<file path="src/hdl/sha_pkg.sv">
// package: constants, address map, mode codes and round tables for the hash accelerator
package sha_pkg;

    localparam int MSG_WORDS_DEF  = 32;
    localparam int HASH_WORDS_DEF = 16;

    localparam logic [5:0] ADDR_MSG     = 6'd16;
    localparam logic [5:0] ADDR_MODE    = 6'd48;
    localparam logic [5:0] ADDR_START   = 6'd49;
    localparam logic [5:0] ADDR_CONT    = 6'd50;
    localparam logic [5:0] ADDR_BUSY    = 6'd51;
    localparam logic [5:0] ADDR_VERSION = 6'd52;
    localparam logic [31:0] VERSION_WORD = 32'h2019_0402;

    localparam logic [2:0] MODE_SHA1   = 3'd0;
    localparam logic [2:0] MODE_SHA224 = 3'd1;
    localparam logic [2:0] MODE_SHA256 = 3'd2;
    localparam logic [2:0] MODE_SHA384 = 3'd3;
    localparam logic [2:0] MODE_NONE   = 3'd7;

    localparam logic REQ_WRITE = 1'b1;

    // controller to datapath
    typedef struct packed {
        logic       load;      // load working state and schedule
        logic       from_iv;   // load from initial value, else from hash words
        logic       round;     // run one round
        logic [6:0] rnd;       // round index
        logic       finish;    // add and store back
    } t_sha_cmd;

    function automatic logic [31:0] swap32(input logic [31:0] v);
        return {v[7:0], v[15:8], v[23:16], v[31:24]};
    endfunction

    function automatic logic [63:0] k64(input logic [6:0] i);
        logic [63:0] k [80];
        k = '{
        64'h428a2f98d728ae22, 64'h7137449123ef65cd, 64'hb5c0fbcfec4d3b2f, 64'he9b5dba58189dbbc,
        64'h3956c25bf348b538, 64'h59f111f1b605d019, 64'h923f82a4af194f9b, 64'hab1c5ed5da6d8118,
        64'hd807aa98a3030242, 64'h12835b0145706fbe, 64'h243185be4ee4b28c, 64'h550c7dc3d5ffb4e2,
        64'h72be5d74f27b896f, 64'h80deb1fe3b1696b1, 64'h9bdc06a725c71235, 64'hc19bf174cf692694,
        64'he49b69c19ef14ad2, 64'hefbe4786384f25e3, 64'h0fc19dc68b8cd5b5, 64'h240ca1cc77ac9c65,
        64'h2de92c6f592b0275, 64'h4a7484aa6ea6e483, 64'h5cb0a9dcbd41fbd4, 64'h76f988da831153b5,
        64'h983e5152ee66dfab, 64'ha831c66d2db43210, 64'hb00327c898fb213f, 64'hbf597fc7beef0ee4,
        64'hc6e00bf33da88fc2, 64'hd5a79147930aa725, 64'h06ca6351e003826f, 64'h142929670a0e6e70,
        64'h27b70a8546d22ffc, 64'h2e1b21385c26c926, 64'h4d2c6dfc5ac42aed, 64'h53380d139d95b3df,
        64'h650a73548baf63de, 64'h766a0abb3c77b2a8, 64'h81c2c92e47edaee6, 64'h92722c851482353b,
        64'ha2bfe8a14cf10364, 64'ha81a664bbc423001, 64'hc24b8b70d0f89791, 64'hc76c51a30654be30,
        64'hd192e819d6ef5218, 64'hd69906245565a910, 64'hf40e35855771202a, 64'h106aa07032bbd1b8,
        64'h19a4c116b8d2d0c8, 64'h1e376c085141ab53, 64'h2748774cdf8eeb99, 64'h34b0bcb5e19b48a8,
        64'h391c0cb3c5c95a63, 64'h4ed8aa4ae3418acb, 64'h5b9cca4f7763e373, 64'h682e6ff3d6b2b8a3,
        64'h748f82ee5defb2fc, 64'h78a5636f43172f60, 64'h84c87814a1f0ab72, 64'h8cc702081a6439ec,
        64'h90befffa23631e28, 64'ha4506cebde82bde9, 64'hbef9a3f7b2c67915, 64'hc67178f2e372532b,
        64'hca273eceea26619c, 64'hd186b8c721c0c207, 64'heada7dd6cde0eb1e, 64'hf57d4f7fee6ed178,
        64'h06f067aa72176fba, 64'h0a637dc5a2c898a6, 64'h113f9804bef90dae, 64'h1b710b35131c471b,
        64'h28db77f523047d84, 64'h32caab7b40c72493, 64'h3c9ebe0a15c9bebc, 64'h431d67c49c100d4c,
        64'h4cc5d4becb3e42b6, 64'h597f299cfc657e2a, 64'h5fcb6fab3ad6faec, 64'h6c44198c4a475817};
        return (i < 7'd80) ? k[i] : 64'd0;
    endfunction

    // initial value as sixteen 32-bit words in state order
    function automatic logic [31:0] iv_word(input logic [2:0] m, input logic [3:0] i);
        logic [63:0] v;
        logic [31:0] w;
        v = 64'd0;
        w = 32'd0;
        case (m)
            3'd0: case (i)
                4'd0: w = 32'h67452301; 4'd1: w = 32'hefcdab89; 4'd2: w = 32'h98badcfe;
                4'd3: w = 32'h10325476; 4'd4: w = 32'hc3d2e1f0; default: w = 32'd0;
            endcase
            3'd1: case (i)
                4'd0: w = 32'hc1059ed8; 4'd1: w = 32'h367cd507; 4'd2: w = 32'h3070dd17;
                4'd3: w = 32'hf70e5939; 4'd4: w = 32'hffc00b31; 4'd5: w = 32'h68581511;
                4'd6: w = 32'h64f98fa7; 4'd7: w = 32'hbefa4fa4; default: w = 32'd0;
            endcase
            3'd2: case (i)
                4'd0: w = 32'h6a09e667; 4'd1: w = 32'hbb67ae85; 4'd2: w = 32'h3c6ef372;
                4'd3: w = 32'ha54ff53a; 4'd4: w = 32'h510e527f; 4'd5: w = 32'h9b05688c;
                4'd6: w = 32'h1f83d9ab; 4'd7: w = 32'h5be0cd19; default: w = 32'd0;
            endcase
            default: begin
                case ({m, i[3:1]})
                    6'o30: v = 64'hcbbb9d5dc1059ed8; 6'o31: v = 64'h629a292a367cd507;
                    6'o32: v = 64'h9159015a3070dd17; 6'o33: v = 64'h152fecd8f70e5939;
                    6'o34: v = 64'h67332667ffc00b31; 6'o35: v = 64'h8eb44a8768581511;
                    6'o36: v = 64'hdb0c2e0d64f98fa7; 6'o37: v = 64'h47b5481dbefa4fa4;
                    6'o40: v = 64'h6a09e667f3bcc908; 6'o41: v = 64'hbb67ae8584caa73b;
                    6'o42: v = 64'h3c6ef372fe94f82b; 6'o43: v = 64'ha54ff53a5f1d36f1;
                    6'o44: v = 64'h510e527fade682d1; 6'o45: v = 64'h9b05688c2b3e6c1f;
                    6'o46: v = 64'h1f83d9abfb41bd6b; 6'o47: v = 64'h5be0cd19137e2179;
                    6'o50: v = 64'h8c3d37c819544da2; 6'o51: v = 64'h73e1996689dcd4d6;
                    6'o52: v = 64'h1dfab7ae32ff9c82; 6'o53: v = 64'h679dd514582f9fcf;
                    6'o54: v = 64'h0f6d2b697bd44da8; 6'o55: v = 64'h77e36f7304c48942;
                    6'o56: v = 64'h3f9d85a86a1d36c8; 6'o57: v = 64'h1112e6ad91d692a1;
                    6'o60: v = 64'h22312194fc2bf72c; 6'o61: v = 64'h9f555fa3c84c64c2;
                    6'o62: v = 64'h2393b86b6f53b151; 6'o63: v = 64'h963877195940eabd;
                    6'o64: v = 64'h96283ee2a88effe3; 6'o65: v = 64'hbe5e1e2553863992;
                    6'o66: v = 64'h2b0199fc2c85b8aa; 6'o67: v = 64'h0eb72ddc81c52ca2;
                    default: v = 64'd0;
                endcase
                w = i[0] ? v[31:0] : v[63:32];
            end
        endcase
        return w;
    endfunction

endpackage

</file>
<file path="src/hdl/sha_ctrl.sv">
// controller: sequences load, rounds and store-back of one compression
module sha_ctrl
    import sha_pkg::*;
(
    input  logic       i_clk,
    input  logic       i_rst_n,
    input  logic       i_go,
    input  logic       i_from_iv,
    input  logic       i_wide,
    input  logic       i_sha1,
    output t_sha_cmd   o_cmd,
    output logic       o_busy
);
    localparam logic [1:0] S_IDLE = 2'd0;
    localparam logic [1:0] S_LOAD = 2'd1;
    localparam logic [1:0] S_RUN  = 2'd2;
    localparam logic [1:0] S_FIN  = 2'd3;

    logic [1:0] r_state, n_state;
    logic [6:0] r_rnd, n_rnd;
    logic       r_iv, n_iv;
    logic [6:0] last;

    assign last = (i_wide || i_sha1) ? 7'd79 : 7'd63;

    always_comb begin
        n_state = r_state;
        n_rnd   = r_rnd;
        n_iv    = r_iv;
        unique case (r_state)
            S_IDLE: if (i_go) begin
                n_state = S_LOAD;
                n_iv    = i_from_iv;
            end
            S_LOAD: begin
                n_state = S_RUN;
                n_rnd   = 7'd0;
            end
            S_RUN: begin
                n_rnd = r_rnd + 7'd1;
                if (r_rnd == last) n_state = S_FIN;
            end
            S_FIN: n_state = S_IDLE;
            default: n_state = S_IDLE;
        endcase
    end

    always_ff @(posedge i_clk) begin
        if (!i_rst_n) begin
            r_state <= S_IDLE;
            r_rnd   <= 7'd0;
            r_iv    <= 1'b0;
        end else begin
            r_state <= n_state;
            r_rnd   <= n_rnd;
            r_iv    <= n_iv;
        end
    end

    always_comb begin
        o_cmd.load    = (r_state == S_LOAD);
        o_cmd.from_iv = r_iv;
        o_cmd.round   = (r_state == S_RUN);
        o_cmd.rnd     = r_rnd;
        o_cmd.finish  = (r_state == S_FIN);
    end
    assign o_busy = (r_state != S_IDLE);
endmodule

</file>
<file path="config.mk">
export PLATFORM = sky130hd
export DESIGN_NAME = sha_ctrl
export DESIGN_NICKNAME = d
export VERILOG_FILES = /design/src/hdl/sha_pkg.sv /design/src/hdl/sha_ctrl.sv
export SDC_FILE = /design/constraint.sdc
export NUM_CORES = 1
export LEC_CHECK = 0
export ABC_AREA = 1
export BUFFER_PORTS_ARGS = -buffer_cell sky130_fd_sc_hd__clkbuf_2
export CAP_MARGIN = 20
export CORE_AREA = 2 2 39 41
export CTS_CLUSTER_DIAMETER = 150
export DETAILED_ROUTE_END_ITERATION = 16
export DIE_AREA = 0 0 41 43
export PLACE_DENSITY = 0.64
export SLEW_MARGIN = 10
export SYNTH_ARGS = -nofsm -noshare
export SYNTH_HDL_FRONTEND = slang
export SYNTH_SLANG_ARGS = --single-unit
</file>
<file path="constraint.sdc">
create_clock -name i_clk -period 4.32 [get_ports i_clk]
set_clock_uncertainty 0.15 [all_clocks]
set_input_delay 0.648 -clock i_clk [delete_from_list [all_inputs] [get_ports i_clk]]
set_output_delay 0.648 -clock i_clk [all_outputs]
set_load 0.02 [all_outputs]
</file>
==> results.md <==
* Run status: finished, final reports clean
* Grt ovf at 0
* Critical path type: register to primary output
* Worst r2r src: r_state[0]
* Pwr Total at 401.9 uW
* Worst setup SP type: register
* Routed wire length at 1046 um
* Most common cell in the netlist: nand2_1
* Global-route wire length before repair at 1725 um
* CP Capture Type: primary output
* R2R Path End: r_rnd[3]
* Boundary Pins at 18
* Cts hold-fix bufs at 0
* Synth Flop Type: dfxtp_1
* Final net count at 108
* Netlist cell types at 20
* Die height at 43 um
* Area occupied by multi-input gates at 311.5 um^2
* CTS tree: done
* DP Wirelength at 828.4 um
* Yosys warns at 0
* Critical path peak fanout at 4
* Post-CTS Setup Inserts at 0
* Row count at 14
* Global Route Usage Sum at 15.15%
* Pleak at 0.0003365 uW
* Flop-to-flop setup slack at 2620 ps
* Clock slew at reported path FFs at 70 ps
* Root Buffer: clkbuf_4
* Fin Setup TNS at 0 ps
* CP arrival at 1210 ps
* FMAX at 0.4986 GHz
* Initial Util at 39.96%
* Post-synthesis cell count at 76
* CP startpoint: r_state[0]
* Routed vias at 516
* Pin count of the biggest net entering global routing at 7
* Syn nets at 87
* Most common library cells after synthesis: nand2_1 (17), nor2_1 (11), dfxtp_1 (10)
* Critical path capture point: o_busy
* RSZ-0062 raised after global routing: false
* Dpl ws at 2614 ps
* Core area at 1384 um^2
* WL/cell at 9.339 um
* Worst Path Required at 3520 ps
* Area leader, netlist: dfxtp_1
* CTS Buf Count at 3
* Slack of the critical path at 2314 ps
* Hold Fails Final Rpt at 0
* Layout cells sized above 1 at 30.21%
* Die area at 1763 um^2
* Power Density at 585.1 nW/um^2
* # port buffers at 17
* CTS Sinks at 10
* Filler Cells Inserted at 150
* Final Cycle Share at 46.43%
* Vias in the first global route at 454
* Antenna violations before repair at 0
* Post-synthesis sequential area ratio at 36.20%
* P&R area growth vs syn at 24.21%
* # DRC at 0
* Htree depth at 1
* Placed cell count at 108
* Post-CTS sizing at 0
* Initial DRC Count at 7
* Max-slew headroom at 84.30%
* Pins over their slew limit at 0
* Minimum clock period at 2006 ps
* Max Cap Violations at 0
* Clock latency on the worst-skew pair at 270 ps
* Ys async rst share at 0%
* Yosys top cell area share at 36.20%
* Final ANT Viol Nets at 0
* Antenna cells at 0
* Post-layout util at 49.64%
* Pre-antenna DRT Iters at 4
* Clock buffer depth at 2
* Tightest Hold Check Type: register to register
* Synth Area per Inst at 7.277 um^2
* Gpl congestion at 0.6877
* Syn Std Cell Area at 553.0 um^2
* Actual transition at the worst max-transition pin at 233.7 ps
* Final instance count without filler cells at 112
* Vias/cell at 4.607
* Die Width at 41 um
* Setup violations, final at 0
* Register Area at 200.2 um^2
* Synth top area cells: dfxtp_1 (36%), nand2_1 (12%), ha_1 (11%), nor2_1 (7.5%), a21oi_1 (5.4%)
* Peak supply drop at 0.0002810 V
* Worst R2R Path Depth at 7
* #FFs+latches synth at 10
* Post-synth EDFFs at 0
-- layer usage --
| metal | up-vias | part of all wire (%) | track usage, % |
|---|---|---|---|
| met5 | - | 0 | 0 |
| met4 | 0 | 4.2 | 14.00 |
| met3 | 5 | 5.7 | 3.665 |
| met2 | 14 | 43 | 20.94 |
| met1 | 218 | 47 | 18.03 |
| li1 | 279 | - | - |
-- cell type report --
type                    instances  share of cell area (%)
multi-input cells              56                   45.36
inverters                       9                   4.918
flip-flops and latches         10                   29.14
well taps                      16                   2.914
repair buffers                 17                   12.39
clock buffers                   4                   5.282
-- stage by stage --
step	cell area (um^2)	hold WS [ps]
final	686.9	342.6
after global routing	686.9	392.2
after CTS	686.9	357.6
after detailed placement	650.6	340.6
after global placement	650.6	325.8
after floorplan	553.0	302.8
-- cell families (layout without fill, tap and decap cells) --
kind of cell,count (synthesis),after routing,synth area share [%]
AND/OR/NAND/NOR,37,37,30.09
AO/OA/AOI/OAI,13,13,13.35
flip-flops,10,10,36.20
buffers and inverters,10,30,7.466
adder cells (fa/ha/maj),5,5,11.31
XOR/XNOR,1,1,1.584
-- critical path, stage by stage, from the launching register on --
cell	delay, ps
dfxtp_1	360
inv_1	90
ha_1	240
inv_1	80
clkbuf_2	160
-- power by group --
| group | switching, uW | internal (uW) |
|---|---|---|
| Clock | 35.5 | 51.3 |
| Combinational | 128 | 63.9 |
| Sequential | 14.2 | 109 |
| Total | 178 | 224 |
-- sequential cells by signal, summed over array words and instances (netlist names) --
signal   cells
r_rnd        7
r_state      2
r_iv         1
-- worst min path at each step --
stage / cells after the start / from / slack, ps / to
finish: 2 / r_iv / 340 / r_iv
global route: 2 / r_rnd[1] / 390 / r_rnd[1]
CTS: 2 / r_rnd[1] / 360 / r_rnd[1]
detailed placement: 2 / r_iv / 340 / r_iv
global placement: 2 / r_iv / 330 / r_iv
floorplan: 2 / r_iv / 300 / r_iv
-- layout by cell type, fill, tap and decap left out --
cell	count
nor2_1	11
nand3_1	3
inv_1	8
nand2_2	2
dfxtp_1	10
o21ai_2	1
nand2_1	17
a21oi_1	6
clkbuf_8	1
clkbuf_4	3
nor2_2	1
xnor2_1	1
a31oi_1	1
a21oi_2	1
o21ai_1	1
ha_1	5
clkbuf_2	17
nor3_1	1
inv_2	1
o21ai_0	3
nor3_4	1
or2_2	1
Note: power is estimated with default switching activity, not from simulation.
